## config.mk

```make
export PLATFORM = sky130hd
export DESIGN_NAME = fan_tach_rpm_and_pwm_duty_top
export DESIGN_NICKNAME = d
export VERILOG_FILES = /design/src/hw/rtl/ftach_pkg.sv /design/src/hw/rtl/fan_tach_rpm_and_pwm_duty_top.sv /design/src/hw/rtl/ftach_div.sv /design/src/hw/rtl/ftach_pct.sv
export SDC_FILE = /design/constraint.sdc
export NUM_CORES = 1
export LEC_CHECK = 0
export BUFFER_PORTS_ARGS = -buffer_cell sky130_fd_sc_hd__clkbuf_2
export CAP_MARGIN = 20
export CELL_PAD_IN_SITES_DETAIL_PLACEMENT = 1
export CELL_PAD_IN_SITES_GLOBAL_PLACEMENT = 1
export CORE_ASPECT_RATIO = 1.75
export CORE_MARGIN = 3
export CORE_UTILIZATION = 49
export CTS_CLUSTER_SIZE = 25
export DETAILED_ROUTE_END_ITERATION = 10
export MAX_ROUTING_LAYER = met4
export PLACE_DENSITY = 0.93
export SYNTH_ARGS = -nofsm -noshare
export SYNTH_HDL_FRONTEND = slang
export SYNTH_SLANG_ARGS = --single-unit
```

## constraint.sdc

```tcl
create_clock -name clk -period 6.5 [get_ports clk]
set_clock_uncertainty 0.2 [all_clocks]
set_input_delay 0.65 -clock clk [delete_from_list [all_inputs] [get_ports clk]]
set_output_delay 0.65 -clock clk [all_outputs]
set_load 0.01 [all_outputs]
```

## src/hw/rtl/ftach_pkg.sv

```systemverilog
package ftach_pkg;

  localparam int COUNTER_BITS_DEF = 32;

  localparam int DVD_BITS = 20;
  localparam int REM_W = DVD_BITS + 1;
  localparam logic [DVD_BITS-1:0] RPM_DIVIDEND = 20'd1000000;

  localparam logic signed [11:0] TEMP_HI = 12'sd1280;
  localparam logic signed [11:0] TEMP_LO = 12'sd480;

  // floor(t16 * 3 / 40) for 480 <= t16 <= 1280 equals (t16 * 1229) >> 14.
  localparam logic [10:0] PCT_RECIP = 11'd1229;
  localparam int PCT_SHIFT = 14;
  // floor(pct * 255 / 100) for pct <= 100 equals (pct * 5223) >> 11.
  localparam logic [12:0] DUTY_RECIP = 13'd5223;
  localparam int DUTY_SHIFT = 11;

  localparam logic [6:0] PCT_MAX = 7'd100;
  localparam logic [6:0] PCT_MIN = 7'd0;

  localparam int CFG_IDX_W = 2;
  localparam logic [CFG_IDX_W-1:0] CFG_AUTO_MODE = 2'd0;
  localparam logic [CFG_IDX_W-1:0] CFG_MANUAL_PCT = 2'd1;
  localparam logic [CFG_IDX_W-1:0] CFG_INTERVAL = 2'd2;

  localparam logic AUTO_MODE_RST = 1'b0;
  localparam logic [6:0] MANUAL_PCT_RST = 7'd50;
  localparam logic [31:0] INTERVAL_RST = 32'd1000000;

  typedef struct packed {
    logic busy;
    logic done;
  } div_stat_t;

endpackage

```

## src/hw/rtl/fan_tach_rpm_and_pwm_duty_top.sv

```systemverilog
// Fan tachometer and PWM speed control.
// Each input beat is one microsecond tick carrying the sampled tach level and
// the temperature in 1/16 degree C. Every input beat produces exactly one
// output beat with the duty code, the speed percent, the latched RPM and the
// last tach period in ticks.
// A tick without an RPM readout passes from the idle step to the output step,
// then into the output register; the next beat is taken once back in idle.
// A tick that triggers a readout with a nonzero period runs the serial
// divider, one quotient bit per cycle, then passes through the output step to
// the output register before the next beat is let in.
// One tick is in flight at a time; in_stall is high from acceptance until the
// result is loaded into the output register, so the next beat can be taken
// while the previous result still waits on out_stall.
// When the receiver stalls, the output beat holds and the finished tick waits
// in its last step; the block takes no new beat until that result is loaded.
// Configuration writes are always ready and should be issued only when idle.
// Synchronous reset clears the time counters, the period and the RPM, and
// restores manual mode, 50 percent and a readout interval of 1000000 ticks.
module fan_tach_rpm_and_pwm_duty_top #(
  parameter int COUNTER_BITS = ftach_pkg::COUNTER_BITS_DEF
) (
  input  logic                             clk,
  input  logic                             rst_n,
  input  logic                             in_valid,
  output logic                             in_stall,
  input  logic                             in_tach_level,
  input  logic signed [11:0]               in_temperature,
  output logic                             out_valid,
  input  logic                             out_stall,
  output logic [7:0]                       out_duty_code,
  output logic [6:0]                       out_speed_percent,
  output logic [14:0]                      out_rpm,
  output logic [31:0]                      out_pulse_period,
  input  logic                             cfg_valid,
  output logic                             cfg_ready,
  input  logic [ftach_pkg::CFG_IDX_W-1:0]  cfg_index,
  input  logic [31:0]                      cfg_data
);

  localparam int W = COUNTER_BITS;
  localparam int RW = (W > 32) ? W : 32;

  localparam logic [1:0] ST_IDLE = 2'd0;
  localparam logic [1:0] ST_DIV  = 2'd1;
  localparam logic [1:0] ST_OUT  = 2'd2;

  logic [1:0]  state_r;
  logic        auto_mode_r;
  logic [6:0]  manual_pct_r;
  logic [31:0] interval_r;

  logic [W-1:0] tick_r;
  logic [W-1:0] last_rise_r;
  logic         tach_prev_r;
  logic [W-1:0] period_r;
  logic [14:0]  rpm_r;
  logic [W-1:0] last_rd_r;

  logic        out_valid_r;
  logic [7:0]  out_duty_r;
  logic [6:0]  out_pct_r;
  logic [14:0] out_rpm_r;
  logic [31:0] out_period_r;

  logic                            accept;
  logic                            rise;
  logic [W-1:0]                    period_nxt;
  logic [W-1:0]                    since_rd;
  logic                            fire;
  logic                            div_start;
  logic                            out_free;
  logic [RW-1:0]                   period_ext;
  logic [6:0]                      pct;
  logic [7:0]                      duty;
  ftach_pkg::div_stat_t            div_stat;
  logic [ftach_pkg::DVD_BITS-1:0]  quot;

  assign in_stall   = (state_r != ST_IDLE);
  assign accept     = in_valid && !in_stall;
  assign rise       = in_tach_level && !tach_prev_r;
  assign period_nxt = rise ? (tick_r - last_rise_r) : period_r;
  assign since_rd   = tick_r - last_rd_r;
  assign fire       = RW'(since_rd) > RW'(interval_r);
  assign div_start  = accept && fire && (period_nxt != '0);
  assign out_free   = !out_valid_r || !out_stall;
  assign period_ext = RW'(period_r);
  assign cfg_ready  = 1'b1;

  ftach_pct u_pct (
    .clk            (clk),
    .load           (accept),
    .auto_mode      (auto_mode_r),
    .manual_percent (manual_pct_r),
    .temperature    (in_temperature),
    .pct            (pct),
    .duty           (duty)
  );

  ftach_div #(
    .DIV_W (W)
  ) u_div (
    .clk     (clk),
    .rst_n   (rst_n),
    .start   (div_start),
    .divisor (period_nxt),
    .stat    (div_stat),
    .quot    (quot)
  );

  always_ff @(posedge clk) begin
    if (!rst_n) begin
      auto_mode_r  <= ftach_pkg::AUTO_MODE_RST;
      manual_pct_r <= ftach_pkg::MANUAL_PCT_RST;
      interval_r   <= ftach_pkg::INTERVAL_RST;
    end else if (cfg_valid && cfg_ready) begin
      unique case (cfg_index)
        ftach_pkg::CFG_AUTO_MODE:  auto_mode_r  <= cfg_data[0];
        ftach_pkg::CFG_MANUAL_PCT: manual_pct_r <= cfg_data[6:0];
        ftach_pkg::CFG_INTERVAL:   interval_r   <= cfg_data;
        default: begin
        end
      endcase
    end
  end

  always_ff @(posedge clk) begin
    if (!rst_n) begin
      state_r     <= ST_IDLE;
      tick_r      <= '0;
      last_rise_r <= '0;
      tach_prev_r <= 1'b0;
      period_r    <= '0;
      rpm_r       <= '0;
      last_rd_r   <= '0;
      out_valid_r <= 1'b0;
    end else begin
      if (state_r == ST_OUT && out_free) begin
        out_valid_r <= 1'b1;
      end else if (out_valid_r && !out_stall) begin
        out_valid_r <= 1'b0;
      end
      unique case (state_r)
        ST_IDLE: begin
          if (accept) begin
            tach_prev_r <= in_tach_level;
            period_r    <= period_nxt;
            tick_r      <= tick_r + W'(1);
            if (rise) begin
              last_rise_r <= tick_r;
            end
            if (fire) begin
              last_rd_r <= tick_r;
              if (period_nxt == '0) begin
                rpm_r <= '0;
              end
            end
            state_r <= div_start ? ST_DIV : ST_OUT;
          end
        end
        ST_DIV: begin
          if (div_stat.done) begin
            rpm_r   <= quot[15:1];
            state_r <= ST_OUT;
          end
        end
        ST_OUT: begin
          if (out_free) begin
            state_r <= ST_IDLE;
          end
        end
        default: begin
          state_r <= ST_IDLE;
        end
      endcase
    end
  end

  always_ff @(posedge clk) begin
    if (state_r == ST_OUT && out_free) begin
      out_duty_r   <= duty;
      out_pct_r    <= pct;
      out_rpm_r    <= rpm_r;
      out_period_r <= period_ext[31:0];
    end
  end

  assign out_valid         = out_valid_r;
  assign out_duty_code     = out_duty_r;
  assign out_speed_percent = out_pct_r;
  assign out_rpm           = out_rpm_r;
  assign out_pulse_period  = out_period_r;

  a_done_in_div: assert property (@(posedge clk) disable iff (!rst_n)
    div_stat.done |-> state_r == ST_DIV)
    else $error("divider finished outside the divide step");

  a_busy_in_div: assert property (@(posedge clk) disable iff (!rst_n)
    div_stat.busy |-> state_r == ST_DIV)
    else $error("divider running outside the divide step");

  a_accept_leaves_idle: assert property (@(posedge clk) disable iff (!rst_n)
    accept |=> state_r != ST_IDLE)
    else $error("accepted beat did not start processing");

  a_out_from_out_step: assert property (@(posedge clk) disable iff (!rst_n)
    $rose(out_valid_r) |-> $past(state_r) == ST_OUT)
    else $error("output beat raised without a finished tick");

endmodule

```

## src/hw/rtl/ftach_div.sv

```systemverilog
module ftach_div #(
  parameter int DIV_W = ftach_pkg::COUNTER_BITS_DEF
) (
  input  logic                          clk,
  input  logic                          rst_n,
  input  logic                          start,
  input  logic [DIV_W-1:0]              divisor,
  output ftach_pkg::div_stat_t          stat,
  output logic [ftach_pkg::DVD_BITS-1:0] quot
);

  localparam int DB = ftach_pkg::DVD_BITS;
  localparam int CMP_W = (DIV_W > ftach_pkg::REM_W) ? DIV_W : ftach_pkg::REM_W;
  localparam int CNT_W = $clog2(DB);

  logic             busy_r;
  logic             done_r;
  logic [CNT_W-1:0] cnt_r;
  logic [DB-1:0]    dvd_r;
  logic [DB-1:0]    rem_r;
  logic [DB-1:0]    quo_r;
  logic [DIV_W-1:0] dsr_r;

  logic [DB:0]      trial;
  logic [CMP_W-1:0] trial_ext;
  logic [CMP_W-1:0] dsr_ext;
  logic [CMP_W-1:0] diff;
  logic             ge;
  logic [DB-1:0]    rem_nxt;

  // One quotient bit per cycle: the partial remainder never exceeds 20 bits.
  assign trial     = {rem_r, dvd_r[DB-1]};
  assign trial_ext = CMP_W'(trial);
  assign dsr_ext   = CMP_W'(dsr_r);
  assign ge        = trial_ext >= dsr_ext;
  assign diff      = trial_ext - dsr_ext;
  assign rem_nxt   = ge ? diff[DB-1:0] : trial[DB-1:0];

  always_ff @(posedge clk) begin
    if (!rst_n) begin
      busy_r <= 1'b0;
      done_r <= 1'b0;
      cnt_r  <= '0;
    end else begin
      done_r <= 1'b0;
      if (start) begin
        busy_r <= 1'b1;
        cnt_r  <= '0;
      end else if (busy_r) begin
        cnt_r <= cnt_r + CNT_W'(1);
        if (cnt_r == CNT_W'(DB - 1)) begin
          busy_r <= 1'b0;
          done_r <= 1'b1;
        end
      end
    end
  end

  always_ff @(posedge clk) begin
    if (start) begin
      dvd_r <= ftach_pkg::RPM_DIVIDEND;
      rem_r <= '0;
      quo_r <= '0;
      dsr_r <= divisor;
    end else if (busy_r) begin
      dvd_r <= {dvd_r[DB-2:0], 1'b0};
      rem_r <= rem_nxt;
      quo_r <= {quo_r[DB-2:0], ge};
    end
  end

  assign stat.busy = busy_r;
  assign stat.done = done_r;
  assign quot      = quo_r;

endmodule

```

## src/hw/rtl/ftach_pct.sv

```systemverilog
module ftach_pct (
  input  logic               clk,
  input  logic               load,
  input  logic               auto_mode,
  input  logic [6:0]         manual_percent,
  input  logic signed [11:0] temperature,
  output logic [6:0]         pct,
  output logic [7:0]         duty
);

  logic [6:0]  pct_r;
  logic [6:0]  pct_nxt;
  logic [21:0] temp_prod;
  logic [19:0] duty_prod;

  assign temp_prod = temperature[10:0] * ftach_pkg::PCT_RECIP;

  always_comb begin
    if (auto_mode) begin
      if (temperature > ftach_pkg::TEMP_HI) begin
        pct_nxt = ftach_pkg::PCT_MAX;
      end else if (temperature < ftach_pkg::TEMP_LO) begin
        pct_nxt = ftach_pkg::PCT_MIN;
      end else begin
        pct_nxt = temp_prod[ftach_pkg::PCT_SHIFT +: 7];
      end
    end else if (manual_percent > ftach_pkg::PCT_MAX) begin
      pct_nxt = ftach_pkg::PCT_MAX;
    end else begin
      pct_nxt = manual_percent;
    end
  end

  always_ff @(posedge clk) begin
    if (load) begin
      pct_r <= pct_nxt;
    end
  end

  assign duty_prod = pct_r * ftach_pkg::DUTY_RECIP;
  assign pct       = pct_r;
  assign duty      = duty_prod[ftach_pkg::DUTY_SHIFT +: 8];

endmodule
```

==> impl_metrics.toml <==
[clocking]
root_buffer = "clkbuf_16"
cts_tree = "built"
ctsHtreeMaxLevel = 1
clockBufferDepth = 3
path_clk_slew_ps = 70
cts.sinks = 345
cts_buffers = 31
clock_latency_ps = 610

[layout]
area_growth_pct = 10.78
final_nets = 2756
final_core_util = 0.5505
drive_gt1_frac = 0.09734
finalInstanceArea_um2 = 24000
insertedDiodeCount = 0

[floorplan]
pin_count = 117
dieArea_um2 = 46870
rows = 101
core_um2 = 43600
initial_core_util = 0.4969
die_w_um = 164.9
die_y_um = 284.2

[drt]
routed_wl_um = 64460
drcViolationCount = 0
viasPerCell = 5.955
wl_per_cell_um = 21.41
drtAntennaViolNets = 0
via_count = 17930
drtIter0Drc = 1204
drtPass1Iterations = 5

[critical_path]
worstReg2RegEnd = "last_rd_r[10]"
cp.arrival_ps = 6410
crit_path_start_kind = "flip-flop"
crit_type = "reg2reg"
endpoint = "last_rd_r[10]"
crit_cells = 25
crit_path_start = "tick_r[0]"
path_delay_family = "compound AO/OA/AOI/OAI gates"
r2r_cells = 25
cp_max_fo = 33
cp.required_ps = 6790
crit_buf_inv = 4
cpPeakStageDelay_ps = 410
regToRegStartpoint = "tick_r[0]"
r2r_slack_ps = 380
endpoint_kind = "flip-flop"
critPathSlowestCell = "fa_1"

[job]
maxCapViolCount = 0

[timing]
slew_headroom = 0.2670
hold_viol = 0
whs_ps = 79.34
rsz0062_at_grt = "no"
worstMarginPinSlew_ps = 1100
setup_slack_ps = 376.5
fmax_mhz = 163.3
setup_viol = 0
fin_tns_setup_ps = 0
period_share = 0.9421
fin_crit_ps = 6124
slew_viol_final = 0

[yosys]
ys_ff_latch = 345
yosys_warnings = 0
synthFlopType = "dfxtp_1"
synth_cell_types = 81
synth.avg_cell_area_um2 = 9.278
ys_seq_area_frac = 0.3655
synth_edf_count = 101
synth_cells = 2335
synthArstFlopShare = 0
syn-num-nets = 2671
syn-cell-area_um2 = 21660

[grt]
grt_usage = 0.2764
grt.overflow.total = 0
antenna_found_initial = 0
grt_first_pass_wirelength_um = 102400
grt_max_degree = 107
grt_pass1_vias = 19950

[place]
hpwl_um = 46180
gp_congestion = 0.8964
dpl_cell_area_um2 = 22780
dp_slack_ps = 77.70
portBuffers = 115

[power]
cellLeakagePower_nw = 10.42
vdd_drop_max_mv = 0.2577
powerDensity_nw_per_um2 = 377.8

[min_path]
min_path_type = "in2reg"
hp-start = "cfg_data[28]"

[outcome]
status = "finished clean"
cell usage after synthesis, types with 52 or more instances:
library cell / n / area share
nand2_1: 264 / 0.046
dfxtp_1: 244 / 0.23
ha_1: 243 / 0.14
inv_1: 232 / 0.040
nor2_1: 138 / 0.024
edfxtp_1: 101 / 0.14
a21oi_1: 98 / 0.023
mux2i_1: 87 / 0.040
xnor2_1: 83 / 0.034
a21boi_0: 76 / 0.026
clkbuf_1: 74 / 0.013
o21ai_0: 62 / 0.014
nand3_1: 56 / 0.013
nor2b_1: 52 / 0.015
kinds of logic after synthesis:
group / after synthesis / synth area share
compound gates: 468 / 0.1543
fa+ha+maj: 284 / 0.1782
other cells: 1 / 0.0001731
buf+inv: 321 / 0.05654
flops: 345 / 0.3655
simple gates: 721 / 0.1611
mux: 89 / 0.04124
xor+xnor: 106 / 0.04286
where the power goes:
part	internal [mW]	switching, mW	total, mW	leakage (nW)
sequential	2.74	0.293	3.03	2.93
clock	1.11	0.866	1.98	0.544
combinational	1.67	2.39	4.06	6.95
total	5.51	3.55	9.07	10.4
through the flow:
step,std cells,total power [mW]
2_1_floorplan,2335,5.776
3_3_place_gp,2946,6.586
3_5_place_dp,2946,6.935
4_1_cts,3005,8.981
5_1_grt,3011,9.647
6_report,3011,9.066
layer usage:
layer	vias to the layer above	global-route usage	wire, um
met5	-	-	0
met4	0	0.1498	3798
met3	250	0.03150	2356
met2	526	0.5198	35480
met1	8852	0.2692	22830
li1	8302	-	-
worst min-delay path, delay by kind of cell:
kind	cells	cell delay, ps
buf+inv	1	80
compound gates	1	60
simple gates	1	40
state kept, by name, indices dropped and copies added (netlist names), 8 cells and up:
register,cells
interval_r,32
out_rpm,15
rpm_r,15
u_div.dsr_ext,32
period_ext,32
u_div.dvd_r,14
out_duty_code,8
tick_r,32
last_rise_r,32
u_div.quot,16
out_pulse_period,32
last_rd_r,32
u_div.rem_r,20
what timing repair did:
item / 4_1_cts / 5_1_grt
setup buffers: 1 / 2
gates resized for setup: 0 / 7
hold buffers: 0 / 0
endpoints found under the setup margin: 9 / 124
gates cloned: 0 / 1
pin swaps: 0 / 2
endpoints found under the hold margin: 0 / 0
layout by cell type, fill, tap and decap left out, types with 60 or more instances in the layout:
cell	instances
a21oi_1	96
clkbuf_2	115
ha_1	243
mux2i_1	87
inv_1	231
nor2_1	136
o21ai_0	60
a21boi_0	76
nand2_1	264
edfxtp_1	101
dfxtp_1	243
xnor2_1	83
cell type report:
| type | count | area (um2) |
|---|---|---|
| inverters | 233 | 874.6 |
| well taps | 566 | 708.2 |
| multi-input cells | 1669 | 12560 |
| repair buffers | 140 | 834.6 |
| clock inverters | 9 | 91.34 |
| clock buffers | 49 | 1008 |
| fillers | 4976 | 19600 |
| flip-flops and latches | 345 | 7919 |
worst min-delay path by stage:
stage	to	slack [ps]	cells after the start
global route	interval_r[17]	90	3
floorplan	out_pulse_period[23]	220	0
CTS	interval_r[23]	60	3
detailed placement	out_rpm[13]	250	0
finish	interval_r[28]	80	3
global placement	out_pulse_period[8]	240	0
(Power assumes the default switching activity.)
